`config.mk`:
```
export PLATFORM = sky130hd
export DESIGN_NAME = bal_ctrl
export DESIGN_NICKNAME = d
export VERILOG_FILES = /design/src/hdl/bal_pkg.sv /design/src/hdl/bal_ctrl.sv
export SDC_FILE = /design/constraint.sdc
export NUM_CORES = 1
export LEC_CHECK = 0
export BUFFER_PORTS_ARGS = -buffer_cell sky130_fd_sc_hd__clkbuf_2
export CORE_AREA = 2 2 39 41
export CTS_CLUSTER_DIAMETER = 60
export DETAILED_ROUTE_END_ITERATION = 7
export DIE_AREA = 0 0 41 43
export PLACE_DENSITY_LB_ADDON = 0.15
export SKIP_LAST_GASP = 1
export SYNTH_ARGS = -nofsm -noshare
export SYNTH_HDL_FRONTEND = slang
export SYNTH_SLANG_ARGS = --single-unit
export TNS_END_PERCENT = 10
```
`constraint.sdc`:
```
create_clock -name clk -period 1.6 [get_ports clk]
set_clock_uncertainty 0.15 [all_clocks]
set_input_delay 0.16 -clock clk [delete_from_list [all_inputs] [get_ports clk]]
set_output_delay 0.16 -clock clk [all_outputs]
set_load 0.02 [all_outputs]
```
`src/hdl/bal_pkg.sv`:
```
// ----------------------------------------------------------------------------
// bal_pkg
// Shared sizes, codes and controller/datapath interface types for the
// bounded array list.
// ----------------------------------------------------------------------------
package bal_pkg;

	localparam int CAPACITY = 256;
	localparam int ADDR_W   = $clog2(CAPACITY);
	localparam int CNT_W    = $clog2(CAPACITY + 1);
	localparam int IDX_W    = 8;
	localparam int DATA_W   = 32;

	typedef enum logic [2:0] {
		ACT_APPEND = 3'd0,
		ACT_INSERT = 3'd1,
		ACT_REMOVE = 3'd2,
		ACT_READ   = 3'd3,
		ACT_WRITE  = 3'd4,
		ACT_SWAP   = 3'd5,
		ACT_FIND   = 3'd6,
		ACT_CLEAR  = 3'd7
	} act_t;

	typedef enum logic [1:0] {
		ST_OK       = 2'd0,
		ST_RANGE    = 2'd1,
		ST_FULL     = 2'd2,
		ST_NOTFOUND = 2'd3
	} st_t;

	typedef enum logic [3:0] {
		S_IDLE,
		S_CHECK,
		S_SCAN,
		S_DRAIN,
		S_FIN_WR,
		S_RD_CAP,
		S_SW_B,
		S_SW_WA,
		S_SW_WB,
		S_DONE
	} state_t;

	typedef enum logic [1:0] {
		RD_NONE,
		RD_PTR,
		RD_A,
		RD_B
	} rd_sel_t;

	typedef enum logic [2:0] {
		WR_NONE,
		WR_VAL_A,
		WR_VAL_CNT,
		WR_RD_A,
		WR_TMP_B
	} wr_sel_t;

	typedef struct packed {
		logic    load;
		logic    scan_start;
		rd_sel_t rd_sel;
		wr_sel_t wr_sel;
		logic    cap_tmp;
		logic    finish;
	} cmd_t;

	typedef struct packed {
		act_t act;
		logic err;
		logic more;
		logic out_busy;
	} sts_t;

endpackage

```
`src/hdl/bal_ctrl.sv`:
```
// ----------------------------------------------------------------------------
// bal_ctrl
// Request sequencer: steps each request through its memory accesses and
// hands the result to the output register.
// ----------------------------------------------------------------------------
module bal_ctrl (
	input  logic           clk,
	input  logic           arst_n,
	input  logic           in_valid,
	output logic           in_stall,
	input  bal_pkg::sts_t  sts,
	output bal_pkg::cmd_t  cmd
);

	bal_pkg::state_t state_q;
	bal_pkg::state_t state_nxt;

	always_ff @(posedge clk or negedge arst_n) begin
		if (!arst_n) begin
			state_q <= bal_pkg::S_IDLE;
		end else begin
			state_q <= state_nxt;
		end
	end

	always_comb begin
		state_nxt      = state_q;
		cmd            = '0;
		cmd.rd_sel     = bal_pkg::RD_NONE;
		cmd.wr_sel     = bal_pkg::WR_NONE;
		in_stall       = 1'b1;
		case (state_q)
			bal_pkg::S_IDLE: begin
				in_stall = 1'b0;
				if (in_valid) begin
					cmd.load  = 1'b1;
					state_nxt = bal_pkg::S_CHECK;
				end
			end
			bal_pkg::S_CHECK: begin
				state_nxt = bal_pkg::S_DONE;
				if (!sts.err) begin
					case (sts.act)
						bal_pkg::ACT_APPEND: cmd.wr_sel = bal_pkg::WR_VAL_CNT;
						bal_pkg::ACT_INSERT,
						bal_pkg::ACT_REMOVE,
						bal_pkg::ACT_FIND: begin
							cmd.scan_start = 1'b1;
							state_nxt      = bal_pkg::S_SCAN;
						end
						bal_pkg::ACT_READ: begin
							cmd.rd_sel = bal_pkg::RD_A;
							state_nxt  = bal_pkg::S_RD_CAP;
						end
						bal_pkg::ACT_WRITE: cmd.wr_sel = bal_pkg::WR_VAL_A;
						bal_pkg::ACT_SWAP: begin
							cmd.rd_sel = bal_pkg::RD_A;
							state_nxt  = bal_pkg::S_SW_B;
						end
						default: state_nxt = bal_pkg::S_DONE;
					endcase
				end
			end
			bal_pkg::S_SCAN: begin
				if (sts.more) begin
					cmd.rd_sel = bal_pkg::RD_PTR;
				end else begin
					state_nxt = bal_pkg::S_DRAIN;
				end
			end
			bal_pkg::S_DRAIN: begin
				if (sts.act == bal_pkg::ACT_INSERT) begin
					state_nxt = bal_pkg::S_FIN_WR;
				end else begin
					state_nxt = bal_pkg::S_DONE;
				end
			end
			bal_pkg::S_FIN_WR: begin
				cmd.wr_sel = bal_pkg::WR_VAL_A;
				state_nxt  = bal_pkg::S_DONE;
			end
			bal_pkg::S_RD_CAP: begin
				cmd.cap_tmp = 1'b1;
				state_nxt   = bal_pkg::S_DONE;
			end
			bal_pkg::S_SW_B: begin
				cmd.cap_tmp = 1'b1;
				cmd.rd_sel  = bal_pkg::RD_B;
				state_nxt   = bal_pkg::S_SW_WA;
			end
			bal_pkg::S_SW_WA: begin
				cmd.wr_sel = bal_pkg::WR_RD_A;
				state_nxt  = bal_pkg::S_SW_WB;
			end
			bal_pkg::S_SW_WB: begin
				cmd.wr_sel = bal_pkg::WR_TMP_B;
				state_nxt  = bal_pkg::S_DONE;
			end
			bal_pkg::S_DONE: begin
				if (!sts.out_busy) begin
					cmd.finish = 1'b1;
					state_nxt  = bal_pkg::S_IDLE;
				end
			end
			default: state_nxt = bal_pkg::S_IDLE;
		endcase
	end

endmodule

```
==> impl_metrics.py <==
metrics = {
    "placement": {
        "gp_congestion": 0.743,
        "dp_hpwl_mm": 1.03,
        "place_area_sq_um": 654,
        "port_buffers": 18,
    },
    "route": {
        "wl_mm": 1.35,
        "wl_per_cell_um": 12.2,
        "first_pass_iters": 3,
        "antenna_left": 0,
        "dr.first_iter.drc_count": 5,
        "via_per_inst": 5.07,
        "drc_errors": 0,
        "route.vias.total": 558,
    },
    "cells_and_area": {
        "design_area_sq_um": 711,
        "final_cell_mix": "clkbuf_2, buf_4, nor2_1, nand2_1, a21oi_1",
        "synthToLayoutAreaGrowth_pct": 47.5,
        "drive_gt1_share_pct": 39.4,
        "final_common_cell": "clkbuf_2",
        "top_regs": "state_q (4)",
        "nFillCells": 138,
        "largest_register_ffs": 4,
        "diodes": 0,
        "regMostFlops": "state_q",
        "num-nets-final": 105,
    },
    "critical_path": {
        "critical-path-slowest-cell": "or4_4",
        "critPathMaxFanout": 3,
        "cp.required_ns": 1.29,
        "crit_path_end_kind": "primary output",
        "crit_arrival_ns": 1.60,
        "max_stage_delay_ns": 0.56,
        "critical-path-top-delay-family": "simple AND/OR/NAND/NOR gates",
        "criticalPathCategory": "flop to primary output",
        "crit_chain": "or4_4 -> o32ai_4 -> clkbuf_8",
        "crit_path_start_kind": "flop",
        "path_buf_inv": 1,
    },
    "global_route": {
        "grt_first_pass_wirelength_mm": 2.16,
        "gr-total-overflow": 0,
        "grt_max_degree": 13,
        "grt_pass1_vias": 480,
        "grt_antenna_before_repair": 0,
        "grt_usage_pct": 17.7,
    },
    "yosys": {
        "synth_top_area_share_pct": 20.8,
        "synthMuxAreaShare_pct": 0,
        "synth_xor_area_share_pct": 3.64,
        "syn_nets": 75,
        "synthAdderAreaFrac_pct": 0,
        "synth_compound_area_share_pct": 26.8,
        "ys_types": 30,
        "synth_sequential_area_ratio_pct": 20.8,
        "synthSimpleGateAreaFrac_pct": 40.0,
        "yosys.area.top_type": "dfrtp_1",
        "synth_warnings": 0,
        "synth_area_leaders": "dfrtp_1, nand2b_1, a21oi_1",
        "syn-cell-area_sq_um": 482,
        "ys_ff_latch": 4,
        "syn_inst": 66,
        "synth_top_family_by_area": "simple AND/OR/NAND/NOR gates",
        "syn_avg_cell_area_sq_um": 7.30,
    },
    "clock_network": {
        "htreeDepth": 1,
        "post_cts_buffers": 0,
        "root_buffer": "clkbuf_4",
        "clk_latency_ns": 0.24,
        "cts_sinks": 4,
        "cts_tree": "done",
        "cts_buffers": 3,
        "cts_buffer_depth": 2,
        "clk_pin_slew_worst_paths_ns": 0.04,
    },
    "timing": {
        "maxSlewHeadroom_pct": 80.6,
        "period_minus_slack_ns": 1.91,
        "rsz0062_at_grt": "yes",
        "layout_setup_ws_ns": -0.312,
        "worst_slew_pin_slew_ns": 0.291,
        "period_share_pct": 119,
        "finalHoldViolCount": 0,
        "setup_viol": 10,
        "maxSlewViolCount": 0,
        "setup_tns_ns": -1.69,
        "fmax_ghz": 0.523,
    },
    "die": {
        "initial_core_util_pct": 34.8,
        "core_sq_um": 1380,
        "rows": 14,
        "dieWidth_um": 41,
        "pin_count": 19,
        "die_area_sq_um": 1760,
        "die_h_um": 43,
    },
    "job": {
        "drv_cap": 0,
    },
    "worst_hold_path": {
        "hp-class": "input pin to flop",
    },
    "run_status": {
        "outcome": "finished, violations left",
        "violations": "negative setup slack",
    },
    "power": {
        "power_uw": 1090,
        "cellPowerDensity_nw_per_um2": 1540,
        "leakagePower_uw": 0.000331,
        "vdd_drop_max_uv": 956,
    },
}
[cell type report]
| cell class | count | area [sq um] | share of cell area (%) |
|---|---|---|---|
| Tap cell | 16 | 20.0 | 2.82 |
| Sequential cell | 4 | 100 | 14.1 |
| Clock buffer | 3 | 22.5 | 3.17 |
| Multi-Input combinational cell | 55 | 365 | 51.4 |
| Inverter | 1 | 3.75 | 0.528 |
| Timing Repair Buffer | 31 | 199 | 28.0 |
[worst paths after layout]
check	start	endpoint	slack, ns	cells after the start
max	state_q[3]	cmd[2]	-0.31	3
min	sts[0]	state_q[0]	0.05	3
max reg2reg	state_q[3]	state_q[3]	0.09	5
min reg2reg	state_q[3]	state_q[1]	0.51	2
max in group asynchronous	arst_n	state_q[2]	1.04	2
min in group asynchronous	arst_n	state_q[0]	0.13	2
[kinds of logic (layout without fill, tap and decap cells)]
| family | after synthesis | in the layout |
|---|---|---|
| DFF | 4 | 4 |
| AOI/OAI and AO/OA | 18 | 18 |
| and+or+nand+nor | 35 | 35 |
| xor gates and xnor gates | 2 | 2 |
| buffers and inverters | 7 | 35 |
[Yosys cell counts]
cell	number
nor3_1	5
nor4_1	1
nor4b_1	1
a32o_1	1
a21o_1	1
inv_1	1
o22ai_1	1
xnor2_1	1
o31a_1	1
a21oi_1	6
xor2_1	1
nand2_1	7
nand2b_4	1
o32ai_1	2
o31ai_1	1
nand3_1	1
o21ai_0	2
buf_2	4
dfrtp_1	4
and3_1	2
buf_4	1
buf_6	1
a31oi_1	1
nor2_1	8
nor3b_1	2
and2b_1	1
nand2b_1	5
o221ai_1	1
o32ai_2	1
or4_4	1
[worst register-to-register path: stages (launching register included)]
cell and delay [ns]:
dfrtp_1 0.38, buf_4 0.16, and2b_1 0.24, o31a_1 0.15, a21oi_1 0.04, o32ai_1 0.27
[layer usage]
metal | GRT usage, % | share of wire (%) | wire, um
met2 | 29.4 | 45 | 608
met1 | 22.7 | 49 | 658
met4 | 2.00 | 0 | 0
met5 | 0 | 0 | 0
met3 | 4.71 | 5.9 | 79
[power breakdown]
group | switching [uW] | internal (uW)
registers | 27.0 | 140
clock network | 41.3 | 83.9
logic | 437 | 366
[what timing repair did]
action                                  4_1_cts  5_1_grt
gates resized for setup                       3        1
hold buffers                                  1        0
endpoints found under the hold margin         4        0
endpoints found under the setup margin        9       10
[stage by stage]
step	hold slack (ns)	std cells	worst slack [ns]	utilization [%]
after floorplan	-0.286	66	-0.0388	-
after global routing	0.0950	110	-0.366	51.4
after global placement	-0.181	106	-0.0545	47.3
final	0.0485	110	-0.312	51.4
after detailed placement	-0.181	106	-0.0489	47.3
after CTS	0.0596	110	-0.308	50.7
Power figures use the tool's default switching activity.
